## src/rtl/core/mcorb_pkg.sv

```systemverilog
// ----------------------------------------------------------------------------
// mcorb_pkg
// Shared types, constants and helpers of the multi-channel overwrite ring
// buffer: command and status codes, register indexes, widths.
// ----------------------------------------------------------------------------
package mcorb_pkg;

  localparam int NUM_CHANNELS  = 4;
  localparam int MAX_LOG_DEPTH = 8;
  localparam int DATA_WIDTH    = 32;

  localparam int CHAN_W  = $clog2(NUM_CHANNELS);
  localparam int IDX_W   = MAX_LOG_DEPTH;
  localparam int CNT_W   = MAX_LOG_DEPTH + 1;
  localparam int ADDR_W  = CHAN_W + IDX_W;
  localparam int LDEP_W  = 4;
  localparam int LEB_W   = 2;
  localparam int CFG_W   = 4;
  localparam int CFGIX_W = 2;

  // configuration register indexes
  localparam logic [CFGIX_W-1:0] CFG_LOG_DEPTH      = 2'd0;
  localparam logic [CFGIX_W-1:0] CFG_LOG_ELEM_BYTES = 2'd1;
  localparam logic [CFGIX_W-1:0] CFG_ENABLE_MASK    = 2'd2;

  typedef enum logic [1:0] {
    CMD_WRITE = 2'd0,
    CMD_READ  = 2'd1,
    CMD_FLUSH = 2'd2
  } cmd_e;

  typedef enum logic [1:0] {
    ST_OK        = 2'd0,
    ST_UNDERFLOW = 2'd1,
    ST_DISABLED  = 2'd2
  } status_e;

  // element store request issued at accept
  typedef struct packed {
    logic              we;
    logic              re;
    logic [ADDR_W-1:0] addr;
  } ram_req_t;

  // per-request result fields known at accept
  typedef struct packed {
    status_e          status;
    logic [CNT_W-1:0] fill;
    logic [CNT_W-1:0] cap;
    logic             en;
    logic             rd_ok;
  } resp_t;

  // element width mask, size code 3 acts as 4 bytes
  function automatic logic [DATA_WIDTH-1:0] elem_mask(input logic [LEB_W-1:0] leb);
    logic [DATA_WIDTH-1:0] m;
    m = '1;
    case (leb)
      2'd0:    m = DATA_WIDTH'(8'hFF);
      2'd1:    m = DATA_WIDTH'(16'hFFFF);
      default: m = '1;
    endcase
    return m;
  endfunction

endpackage

```

## src/rtl/core/mcorb_ptr_ctrl.sv

```systemverilog
// ----------------------------------------------------------------------------
// mcorb_ptr_ctrl
// Per-channel read index, write index and fill count. Decodes each accepted
// request, updates the channel pointers and issues the element store access.
// ----------------------------------------------------------------------------
module mcorb_ptr_ctrl (
  input  logic                          clk_i,
  input  logic                          rst_ni,
  input  logic                          accept_i,
  input  logic [1:0]                    command_i,
  input  logic [mcorb_pkg::CHAN_W-1:0]  sel_i,
  input  logic [mcorb_pkg::LDEP_W-1:0]  log_depth_i,
  input  logic [mcorb_pkg::CFG_W-1:0]   enable_mask_i,
  output mcorb_pkg::ram_req_t           ram_req_o,
  output mcorb_pkg::resp_t              resp_o
);
  import mcorb_pkg::*;

  logic [IDX_W-1:0] wr_idx_q [NUM_CHANNELS];
  logic [IDX_W-1:0] rd_idx_q [NUM_CHANNELS];
  logic [CNT_W-1:0] cnt_q    [NUM_CHANNELS];

  logic [IDX_W-1:0] wr_idx_d, rd_idx_d;
  logic [CNT_W-1:0] cnt_d;
  logic [LDEP_W-1:0] eff_ld;
  logic [CNT_W-1:0] cap;
  logic [IDX_W-1:0] imask;
  logic [IDX_W-1:0] w_cur, r_cur;
  logic [CNT_W-1:0] cnt_cur;
  logic             en;
  logic             upd;

  // capacity from saturated depth
  always_comb begin
    eff_ld = (log_depth_i > LDEP_W'(MAX_LOG_DEPTH)) ? LDEP_W'(MAX_LOG_DEPTH) : log_depth_i;
    cap    = CNT_W'(1) << eff_ld;
    imask  = IDX_W'(cap - CNT_W'(1));
  end

  // command decode and pointer next state
  always_comb begin
    w_cur    = wr_idx_q[sel_i] & imask;
    r_cur    = rd_idx_q[sel_i] & imask;
    cnt_cur  = cnt_q[sel_i];
    en       = enable_mask_i[sel_i];
    wr_idx_d = wr_idx_q[sel_i];
    rd_idx_d = rd_idx_q[sel_i];
    cnt_d    = cnt_cur;
    upd      = 1'b0;
    ram_req_o        = '0;
    resp_o.status    = ST_OK;
    resp_o.rd_ok     = 1'b0;
    if (!en) begin
      resp_o.status = ST_DISABLED;
    end else begin
      unique case (cmd_e'(command_i))
        CMD_WRITE: begin
          upd            = 1'b1;
          ram_req_o.we   = 1'b1;
          ram_req_o.addr = {sel_i, w_cur};
          wr_idx_d       = (w_cur + IDX_W'(1)) & imask;
          if (cnt_cur >= cap) begin
            rd_idx_d = (r_cur + IDX_W'(1)) & imask;
            cnt_d    = cap;
          end else begin
            cnt_d = cnt_cur + CNT_W'(1);
          end
        end
        CMD_READ: begin
          if (cnt_cur == '0) begin
            resp_o.status = ST_UNDERFLOW;
          end else begin
            upd            = 1'b1;
            ram_req_o.re   = 1'b1;
            ram_req_o.addr = {sel_i, r_cur};
            rd_idx_d       = (r_cur + IDX_W'(1)) & imask;
            cnt_d          = cnt_cur - CNT_W'(1);
            resp_o.rd_ok   = 1'b1;
          end
        end
        CMD_FLUSH: begin
          upd      = 1'b1;
          wr_idx_d = '0;
          rd_idx_d = '0;
          cnt_d    = '0;
        end
        default: begin
          upd = 1'b0;
        end
      endcase
    end
    ram_req_o.we &= accept_i;
    ram_req_o.re &= accept_i;
    resp_o.fill  = cnt_d;
    resp_o.cap   = cap;
    resp_o.en    = en;
  end

  // pointer file
  always_ff @(posedge clk_i or negedge rst_ni) begin
    if (!rst_ni) begin
      for (int c = 0; c < NUM_CHANNELS; c++) begin
        wr_idx_q[c] <= '0;
        rd_idx_q[c] <= '0;
        cnt_q[c]    <= '0;
      end
    end else if (accept_i && upd) begin
      wr_idx_q[sel_i] <= wr_idx_d;
      rd_idx_q[sel_i] <= rd_idx_d;
      cnt_q[sel_i]    <= cnt_d;
    end
  end

  // fill count never passes the largest capacity
  a_cnt_bound: assert property (@(posedge clk_i) disable iff (!rst_ni)
    cnt_q[sel_i] <= CNT_W'(1 << MAX_LOG_DEPTH))
    else $error("fill count above maximum capacity");

  // one store access per request
  a_one_access: assert property (@(posedge clk_i) disable iff (!rst_ni)
    !(ram_req_o.we && ram_req_o.re))
    else $error("store read and write in the same cycle");

  // a flush leaves the channel empty
  a_flush_empty: assert property (@(posedge clk_i) disable iff (!rst_ni)
    accept_i && en && command_i == CMD_FLUSH |=> cnt_q[$past(sel_i)] == '0)
    else $error("flush did not empty the channel");

endmodule

```

## config.mk

```make
export PLATFORM = sky130hd
export DESIGN_NAME = mcorb_ptr_ctrl
export DESIGN_NICKNAME = d
export VERILOG_FILES = /design/src/rtl/core/mcorb_pkg.sv /design/src/rtl/core/mcorb_ptr_ctrl.sv
export SDC_FILE = /design/constraint.sdc
export NUM_CORES = 1
export LEC_CHECK = 0
export BUFFER_PORTS_ARGS = -buffer_cell sky130_fd_sc_hd__buf_2
export CELL_PAD_IN_SITES_DETAIL_PLACEMENT = 1
export CELL_PAD_IN_SITES_GLOBAL_PLACEMENT = 1
export CORE_ASPECT_RATIO = 1.2
export CORE_MARGIN = 4
export CORE_UTILIZATION = 47
export DETAILED_ROUTE_END_ITERATION = 10
export PLACE_DENSITY_LB_ADDON = 0.1
export SLEW_MARGIN = 20
export SYNTH_ARGS = -nofsm -noshare
export SYNTH_HDL_FRONTEND = slang
export SYNTH_SLANG_ARGS = --single-unit
```

## constraint.sdc

```tcl
create_clock -name clk_i -period 4.7 [get_ports clk_i]
set_input_delay 0.705 -clock clk_i [delete_from_list [all_inputs] [get_ports clk_i]]
set_output_delay 0.705 -clock clk_i [all_outputs]
set_load 0.02 [all_outputs]
```

==> results.md, run 1 <==
* Slew @ Worst Pin at 0.743 ns
* IO buf count at 48
* Gr ovfl total at 0
* VDD IR max at 215 uV
* Router iterations before antenna repair at 4
* # hold bufs at CTS at 0
* CTS tree: done
* Mapped Area at ~0.0062 mm2
* Later-pin clock latency in the skew report at 0.35 ns
* Clock skew at ~0.013 ns
* Final min period at 4.56 ns
* Ys flop type: dfrtp_1
* Syn_nets at 688
* Cell Pwr Density at 418 mW/mm2
* Cell count after synthesis at around 660
* Fmax at 0.219 GHz
* Clk buf depth at 2
* Worst Hold Class: in2async
* Status: finished clean
* Crit. End Element: output pin
* Final setup TNS at 0 ns
* Initial Util at 0.485
* Final setup fails at 0
* Met1 wire length at 8000 um
* Vias in the first global route at 5703
* Clk pin slew, worst setup/hold paths at around 0.07 ns
* Htree depth at 3
* Crit start category: primary input
* Post-synth EDFFs at 0
* Critical Path Max Stage Delay at 0.40 ns
* Pin count of the biggest net entering global routing at 54
* # clock sinks at 100
* Asr flop ratio synth at 1.00
* Residual DRC at 0
* Root Buffer: clkbuf_16
* Top fanout value on the critical path at 6
* Ports at 49
* Vias at 5301
* Post-synth cell types at 71
* Ys Warns at 0
* Crit-path cells: buf_2 -> mux2_2 -> mux2i_1 -> inv_1 -> ha_1 -> a211o_1 -> o211ai_1 -> o311a_1 -> o21ai_0 -> buf_4 -> o21ai_0 -> a22oi_1 -> buf_4 -> inv_1 -> buf_2
* Rows at 45
* Met2 wire length at 9800 um
* GPL Wtd Cong at 0.939
* Sequential area share after synthesis at 0.404
* Synth Register Bits at 100
* DR iter-0 viols at roughly 320
* Max_cap viols at 0
* Area Overhead vs Synth at 12.6%
* ANT nets after route at 0
* Static leakage at between 3 and 4 nW
* Initial antenna violation count at 0
* Layout Nets at 732
* Diode count at 0
* Reg2Reg Setup Slack at 1.26 ns
* Critical Path AT at 3.86 ns
* Layout fillers at 1484
* CP required at 3.99 ns
* First-pass GRT wire length at 31400 um
* RSZ-0062 raised after global routing: false
* WL per Instance at 22.1 um
* Met3 wire len at roughly 670 um
* CTS resizes at 0
* Worst R2R Start: cnt_q[22]
* Worst reg-to-reg path cell count at 11
* Reg2reg end: rd_idx_q[19]
* Die H at between 100 and 150 um
* Crit path max-delay family: compound AO/OA/AOI/OAI gates
* Core area at 0.0128 mm2
* Top routing layer used: met4
* DP HPWL at 14500 um
* Type of the worst setup path: in2out
* Max Slew Vio Count at 0
* Synth Area per Inst at approximately 9.4 um2
* WL final at 19300 um
* Post-CTS setup buffers at 0
* Die X-Extent at 113 um
* Fraction of layout cells with a size suffix above 1 at 0.232
* Overall global routing resource usage at 0.264
* Slowest cell on crit path: mux2_2
* Num CTS Buffers at 9
* Die area at 0.0151 mm2
* Fin. Hold Viols at 0
* CP bufs+invs at 6
* Worst slew margin at 0.504
* Final critical-path share of the clock period at 0.971
* Total Power at about 2.9 mW
* Vias/cell at about 6
## through the flow
| step | setup slack (ns) | hold slack [ns] | utilization | cell area [um2] | cells |
|---|---|---|---|---|---|
| after floorplan | 0.213 | 0.409 | - | 6200 | 659 |
| after global placement | 0.242 | 0.457 | 0.521 | 6660 | 856 |
| after global routing | 0.0401 | 0.466 | 0.546 | 6980 | 872 |
| final | 0.138 | 0.406 | 0.546 | 6980 | 872 |
| after detailed placement | 0.203 | 0.471 | 0.521 | 6660 | 856 |
| after CTS | 0.202 | 0.432 | 0.546 | 6970 | 872 |
## sequential cells by signal (all words and copies together) (netlist names)
signal and flops:
cnt_q 36, rd_idx_q 32, wr_idx_q 32
## cell families (layout without fill, tap and decap cells)
group,after synthesis,in the layout,synth area share
simple gates,237,237,0.192
compound gates,192,192,0.203
flops,100,100,0.404
buf+inv,69,118,0.0508
mux,32,32,0.101
xor+xnor,15,15,0.0212
fa+ha+maj,14,14,0.0282
## worst reg2reg max path, delay by kind of cell (launching register included)
kind                       cells  cell delay, ns
muxes                          2            0.52
AOI/OAI and AO/OA              4            1.47
and+or+nand+nor                2            0.30
DFF                            1            0.38
buffers and inverters          2            0.37
adders and majority gates      1            0.33
## synth_stat cells, drive strengths merged, types with 2 or more instances
| library cell | n | area [um2] |
|---|---|---|
| a2111o | 3 | 33.8 |
| buf | 27 | 156 |
| a21oi | 24 | 143 |
| nor2b | 3 | 18.8 |
| dfrtp | 100 | 2500 |
| a211oi | 6 | 60.1 |
| nand3 | 18 | 113 |
| mux2 | 3 | 33.8 |
| a22oi | 14 | 125 |
| and4 | 2 | 17.5 |
| xnor2 | 9 | 78.8 |
| and3 | 8 | 50.1 |
| a31oi | 8 | 50.1 |
| nor3b | 2 | 15.0 |
| or3 | 5 | 41.3 |
| ha | 14 | 175 |
| clkbuf | 17 | 65.1 |
| or2 | 4 | 25.0 |
| nand4b | 2 | 17.5 |
| a21o | 2 | 15.0 |
| nand4 | 6 | 50.0 |
| xor2 | 6 | 52.6 |
| o21ai | 106 | 546 |
| and2 | 6 | 37.5 |
| o311ai | 3 | 41.3 |
| nor3 | 20 | 128 |
| nor4b | 2 | 38.8 |
| o21a | 4 | 30.0 |
| mux4 | 24 | 541 |
| or3b | 2 | 17.5 |
| nand2 | 109 | 414 |
| o211ai | 6 | 45.0 |
| nand2b | 5 | 31.3 |
| inv | 24 | 90.1 |
| a32oi | 8 | 100 |
| mux2i | 5 | 50.1 |
| nor2 | 40 | 150 |
| nor4 | 2 | 18.8 |
## layout by cell type, fill, tap and decap left out, types with 8 or more instances in the layout
master / netlist / layout
nand2_1: 107 / 107
dfrtp_1: 100 / 100
o21ai_0: 60 / 60
buf_2: 20 / 47
o21ai_1: 44 / 43
nor2_1: 40 / 40
buf_4: 2 / 29
mux4_2: 24 / 24
inv_1: 23 / 23
a21oi_1: 20 / 20
nor3_1: 17 / 17
nand3_1: 15 / 15
ha_1: 14 / 14
a22oi_1: 10 / 10
xnor2_1: 9 / 9
clkbuf_16: 0 / 9
and3_1: 8 / 8
a31oi_1: 8 / 8
## routing by layer
| layer | vias up | global-route usage |
|---|---|---|
| li1 | 2468 | - |
| met1 | 2659 | 0.327 |
| met2 | 120 | 0.457 |
| met3 | 54 | 0.0411 |
| met4 | 0 | 0.115 |
| met5 | - | 0 |
## worst max-delay path by stage
stage              startpoint    endpoint  slack (ns)  cells past startpoint
5_1_grt        log_depth_i[3]  resp_o[18]        0.04                     14
3_5_place_dp         sel_i[0]  resp_o[18]        0.20                     12
3_3_place_gp   log_depth_i[3]  resp_o[13]        0.24                     14
4_1_cts              sel_i[0]  resp_o[18]        0.20                     12
6_report             sel_i[0]  resp_o[15]        0.14                     15
2_1_floorplan  log_depth_i[2]  resp_o[18]        0.21                     12
## report_power, final
group	leakage, nW	internal (mW)	switching, mW	total, mW
Sequential	1.35	0.991	0.0801	1.07
Clock	0.158	0.449	0.344	0.793
Combinational	1.50	0.390	0.663	1.05
Total	3.01	1.83	1.09	2.92
## layout make-up
class	instances	area (um2)	share of cell area
Timing Repair Buffer	77	473	0.0677
Clock buffer	11	253	0.0362
Clock inverter	5	63.8	0.00914
Multi-Input combinational cell	490	3390	0.486
Tap cell	164	205	0.0294
Sequential cell	100	2500	0.358
Inverter	25	93.8	0.0134
(Power assumes the default switching activity.)
==> inputs of run 2 (changes only) <==
Settings changed: CORE_UTILIZATION 47 to 51, PLACE_DENSITY set to 0.85, PLACE_DENSITY_LB_ADDON 0.1 to not set.
Clock period 4.7 ns to 5.54 ns, I/O delays scaled along.
==> run 2 against run 1 <==
Non-clock buffer count is 14 lower. Flip-flop and latch count is the same. Largest cell class unchanged. Design area is 1.8% lower. Critical endpoint is now resp_o[13]. Routed wire length increased by 5.9%. Register-to-register slack better by 0.55 ns. Worst setup slack gained 0.18 ns. Highest routed layer unchanged.
==> results.md, run 2 (same netlist as run 1, synthesis figures left out) <==
* Status: finished clean
* Critical Path AT at 4.39 ns
* Largest registers: cnt_q x36, rd_idx_q x32, wr_idx_q x32
* Ports at 49
* Crit-path cells: buf_2 -> mux4_2 -> inv_1 -> ha_1 -> nand2b_1 -> a211oi_1 -> o311a_1 -> nor2_1 -> o311ai_0 -> o311ai_2 -> nand2_1 -> buf_2
* Gr ovfl total at 0
* Router iterations before antenna repair at 5
* Max_cap viols at 0
* IO buf count at 48
* Die H at 129 um
* CP required at 4.71 ns
* Fmax at 0.192 GHz
* Layout Nets at 718
* Switching Fraction at 0.391
* Switching power at slightly below 1 mW
* Area Overhead vs Synth at 10.6%
* Final min period at 5.22 ns
* Post-layout worst setup margin at 0.320 ns
* Diode count at 0
* RSZ-0062 raised after global routing: false
* Worst slew margin at 0.316
* Die X-Extent at 109 um
* Later-pin clock latency in the skew report at 0.36 ns
* Clk buf depth at 2
* Vias in the first global route at 6093
* Crit. End Element: output pin
* Crit-path most repeated cell: buf_2
* Htree depth at 3
* Pre-CTS setup slack at 0.378 ns
* Commonest cells after routing, fill and taps aside: nand2_1 (107), dfrtp_1 (100), o21ai_0 (60), buf_2 (47), o21ai_1 (44)
* Vias/cell at 6.43
* Post-CTS setup buffers at 0
* WL per Instance at 24.0 um
* Internal power at 1.50 mW
* Final setup TNS at 0 ns
* Cell Pwr Density at 360 mW/mm2
* Residual DRC at 0
* Worst Hold Class: reg2reg
* WL final at 20400 um
* Die area at 0.0140 mm2
* Max Slew Vio Count at 0
* Most flops, register: cnt_q
* CTS resizes at 0
* Final setup fails at 0
* Fin. Hold Viols at 0
* Slowest cell on crit path: mux4_2
* Core area at between 0.01 and 0.015 mm2
* Overall global routing resource usage at 0.312
* Most common cell after layout, fill and taps aside: nand2_1
* Clock skew at approximately 0.011 ns
* Clk pwr share at 0.280
* Type of the worst setup path: in2out
* Combinational Power Share at 0.351
* # hold bufs at CTS at 0
* Total Power at 2.47 mW
* Layout fillers at 1377
* ANT nets after route at 0
* Top fanout value on the critical path at 18
* Crit start category: primary input
* Post-route design area at between 0.006 and 0.007 mm2
* Placed instance area at around 0.0065 mm2
* Initial Util at 0.529
* First-pass GRT wire length at around 33000 um
* # clock sinks at 100
* Hold_ws at 0.484 ns
* Flop pwr share at 0.369
* Final critical-path share of the clock period at 0.942
* VDD IR max at 178 uV
* Slew @ Worst Pin at 1.02 ns
* Critical Path Max Stage Delay at between 0.6 and 0.7 ns
* GPL Wtd Cong at 1.00
* Pin count of the biggest net entering global routing at 56
* Rows at 43
* DP HPWL at 14400 um
* Clk pin slew, worst setup/hold paths at 0.08 ns
* Num CTS Buffers at 9
* CTS tree: done
* Static leakage at 2.94 nW
* Initial antenna violation count at 0
* Largest register FFs at 36
* DR iter-0 viols at 360
* Root Buffer: clkbuf_16
* Fraction of layout cells with a size suffix above 1 at 0.213
* Vias at 5475
## run 2: cell types whose count changed in the layout (fill, tap and decap cells not counted), sizes merged
cell / change
buf: -14
clkbuf: -2
clkinv: +3
inv: -1
## run 2: final cells by class
class	count	area [um2]	share of cell area
clock buffers	9	225	0.0328
multi-input cells	490	3380	0.493
repair buffers	63	355	0.0518
inverters	25	93.8	0.0137
well taps	157	196	0.0286
flip-flops and latches	100	2500	0.365
clock inverters	7	103	0.0150
## run 2: worst paths after layout
check,startpoint,endpoint,slack (ns),depth (start not counted)
max,sel_i[0],resp_o[13],0.32,12
min,wr_idx_q[30],wr_idx_q[30],0.48,2
max reg2reg,cnt_q[4],rd_idx_q[19],1.81,10
min reg2reg,wr_idx_q[30],wr_idx_q[30],0.48,2
max in group asynchronous,rst_ni,wr_idx_q[12],3.92,2
min in group asynchronous,rst_ni,cnt_q[15],0.49,1
## run 2: through the flow
step,instances,utilization
detailed placement,835,0.557
floorplan,659,-
CTS,851,0.585
global placement,835,0.557
finish,851,0.585
global route,851,0.585
## run 2: metal layers
metal  up-vias  track usage  part of all wire
met4         0        0.146             0.040
met1      2774        0.366              0.39
met5         -            0                 0
li1       2444            -                 -
met3        60       0.0492             0.044
met2       197        0.556              0.53
## run 2: power by group through the flow
stage          registers, mW  logic, mW  clock network, mW
3_3_place_gp           0.913      0.806                  0
3_5_place_dp           0.921      0.843                  0
4_1_cts                0.910      0.858              0.703
2_1_floorplan          0.895      0.605                  0
6_report               0.912      0.865              0.690
5_1_grt                0.926      0.944              0.729
## run 2: critical path, delay by kind of cell
kind,cells,cell delay [ns]
buffers and inverters,3,0.80
and+or+nand+nor,3,0.43
adders and majority gates,1,0.27
muxes,1,0.62
AOI/OAI and AO/OA,4,1.43
==> inputs of run 3 (changes only) <==
--- a/config.mk
+++ b/config.mk
@@ -7,4 +7,5 @@
 export LEC_CHECK = 0
 export BUFFER_PORTS_ARGS = -buffer_cell sky130_fd_sc_hd__buf_2
+export CAP_MARGIN = 30
 export CELL_PAD_IN_SITES_DETAIL_PLACEMENT = 1
 export CELL_PAD_IN_SITES_GLOBAL_PLACEMENT = 1
==> constraint.sdc (replaced) <==
create_clock -name clk_i -period 5.54 [get_ports clk_i]
set_input_delay 0.831 -clock clk_i [delete_from_list [all_inputs] [get_ports clk_i]]
set_output_delay 0.831 -clock clk_i [all_outputs]
set_load 0.1 [all_outputs]
==> run 3 against run 2 <==
Worst hold slack improved by 0.0015 ns. Die area did not move. Clock power fell by 11%. Core utilization rose by 1.6 points. First-iteration DRC count rose by 2.5%. Highest routed layer unchanged. Largest power group is now combinational cells. Routed wire length rose by 0.61%. Critical endpoint is now resp_o[14]. Non-clock buffer count rose by 3. Critical path depth did not move. Combinational power rose by 31%.
==> results.md, run 3 (same netlist as run 1, synthesis figures left out) <==
* Post-route design area at 0.00705 mm2
* Slew @ Worst Pin at 0.803 ns
* Worst slew margin at 0.465
* Later-pin clock latency in the skew report at 0.36 ns
* Static leakage at 2.99 nW
* Finished Core Util at 0.601
* Crit start category: primary input
* Die X-Extent at 109 um
* Clock skew at about 0.006 ns
* ANT nets after route at 0
* Vias in the first global route at 5892
* Final setup fails at 0
* Reg2Reg Setup Slack at approximately 1.8 ns
* WL final at 20600 um
* Worst setup path end: resp_o[14]
* Diode count at 0
* Switching power at between 1 and 1.5 mW
* Worst R2R Start: cnt_q[22]
* CTS tree: done
* Pin count of the biggest net entering global routing at between 50 and 60
* Ports at a little under 50
* Final critical-path share of the clock period at 0.957
* Max_cap viols at 0
* Vias/cell at 6.49
* Clk pwr share at 0.230
* Rows at 43
* Hold_ws at 0.486 ns
* RSZ-0062 raised after global routing: false
* Critical Path AT at ~4.5 ns
* Largest registers: cnt_q x36, rd_idx_q x32, wr_idx_q x32
* Die area at 0.0140 mm2
* Htree depth at 3
* Gr ovfl total at 0
* CP required at 4.71 ns
* Die H at around 130 um
* Switching Fraction at 0.433
* Vias at roughly 5500
* First-pass GRT wire length at 32800 um
* Combinational Power Share at 0.424
* Top fanout value on the critical path at 21
* Router iterations before antenna repair at 5
* IO buf count at 48
* Internal power at 1.51 mW
* Crit. End Element: output pin
* Worst reg-to-reg path cell count at 10
* Fin. Hold Viols at 0
* CTS resizes at 0
* Most common cell after layout, fill and taps aside: nand2_1
* Max Slew Vio Count at 0
* WL per Instance at 24.1 um
* Num CTS Buffers at 9
* Status: finished clean
* Post-CTS setup buffers at 0
* Layout Nets at roughly 720
* Most flops, register: cnt_q
* Cell Pwr Density at 378 mW/mm2
* Total Power at 2.67 mW
* Commonest cells after routing, fill and taps aside: nand2_1 (106), dfrtp_1 (100), o21ai_0 (57), o21ai_1 (44), buf_2 (40)
* Initial antenna violation count at 0
* Initial Util at 0.529
* DP HPWL at 14600 um
* VDD IR max at around 240 uV
* Clk pin slew, worst setup/hold paths at 0.07 ns
* Final min period at 5.30 ns
* Critical Path Start: sel_i[0]
* GPL Wtd Cong at 1.01
* Type of the worst setup path: in2out
* Clk buf depth at 2
* Area Overhead vs Synth at 13.7%
* # clock sinks at 100
* Fraction of layout cells with a size suffix above 1 at 0.231
* Root Buffer: clkbuf_16
* DR iter-0 viols at about 370
* Flop pwr share at 0.345
* Fmax at 0.189 GHz
* Reg2reg end: rd_idx_q[3]
* Largest register FFs at 36
* Worst Hold Class: in2async
* # hold bufs at CTS at 0
* Residual DRC at 0
* Placed instance area at 0.00673 mm2
* Overall global routing resource usage at 0.310
* Core area at 0.0117 mm2
## run 3: changes by cell type in the layout (fill, tap and decap cells not counted), moves of 2 or more
cell / previous run / this run
buf_12: 0 / 9
buf_2: 47 / 40
clkinv_2: 0 / 2
inv_8: 2 / 0
nor3_1: 17 / 12
nor3_2: 1 / 4
nor3_4: 2 / 4
o21ai_0: 60 / 57
o21ai_2: 1 / 4
## run 3: layout make-up
| cell class | count | area, um2 |
|---|---|---|
| fill | 1360 | 4680 |
| clock inverter | 6 | 51.3 |
| clock buffer | 10 | 229 |
| multi-input combinational | 490 | 3450 |
| tap | 157 | 196 |
| timing repair buffer | 66 | 528 |
| sequential | 100 | 2500 |
| inverter | 25 | 93.8 |
## run 3: power by group through the flow
stage                     Sequential, mW  Clock [mW]  Combinational [mW]
after floorplan                    0.895           0               0.799
after global placement             0.922           0                1.07
after detailed placement           0.926           0                1.11
after CTS                          0.919       0.620                1.12
after global routing               0.933       0.654                1.20
final                              0.920       0.615                1.13
## run 3: worst min path at each step
stage / start / slack (ns) / end / cells after the start
2_1_floorplan: cnt_q[22] / 0.44 / cnt_q[22] / 2
4_1_cts: cnt_q[34] / 0.49 / cnt_q[34] / 2
5_1_grt: rd_idx_q[23] / 0.51 / rd_idx_q[23] / 2
6_report: rst_ni / 0.49 / rd_idx_q[20] / 1
3_5_place_dp: wr_idx_q[19] / 0.47 / wr_idx_q[19] / 2
3_3_place_gp: wr_idx_q[0] / 0.46 / wr_idx_q[0] / 2
## run 3: metrics by stage
| step | worst slack, ns | TNS [ns] | cells |
|---|---|---|---|
| final | 0.240 | 0 | 854 |
| after global routing | 0.0190 | 0 | 854 |
| after CTS | 0.296 | 0 | 852 |
| after detailed placement | 0.333 | 0 | 836 |
| after global placement | 0.462 | 0 | 835 |
| after floorplan | -0.0803 | -0.0803 | 659 |
## run 3: routing by layer
| layer | up-vias | GRT usage | routed length, um |
|---|---|---|---|
| met5 | - | 0 | 0 |
| met2 | 215 | 0.522 | 10500 |
| met4 | 0 | 0.143 | 762 |
| li1 | 2453 | - | - |
| met1 | 2821 | 0.393 | 8190 |
| met3 | 55 | 0.0472 | 1110 |
## run 3: critical path, stage by stage
cell and delay, ns:
buf_2 0.44, mux2_2 0.42, mux2i_1 0.23, inv_1 0.16
ha_1 0.35, nand4_1 0.18, o311ai_2 0.71, a2111o_1 0.25
a31oi_1 0.10, a211oi_2 0.43, inv_1 0.16, buf_12 0.20
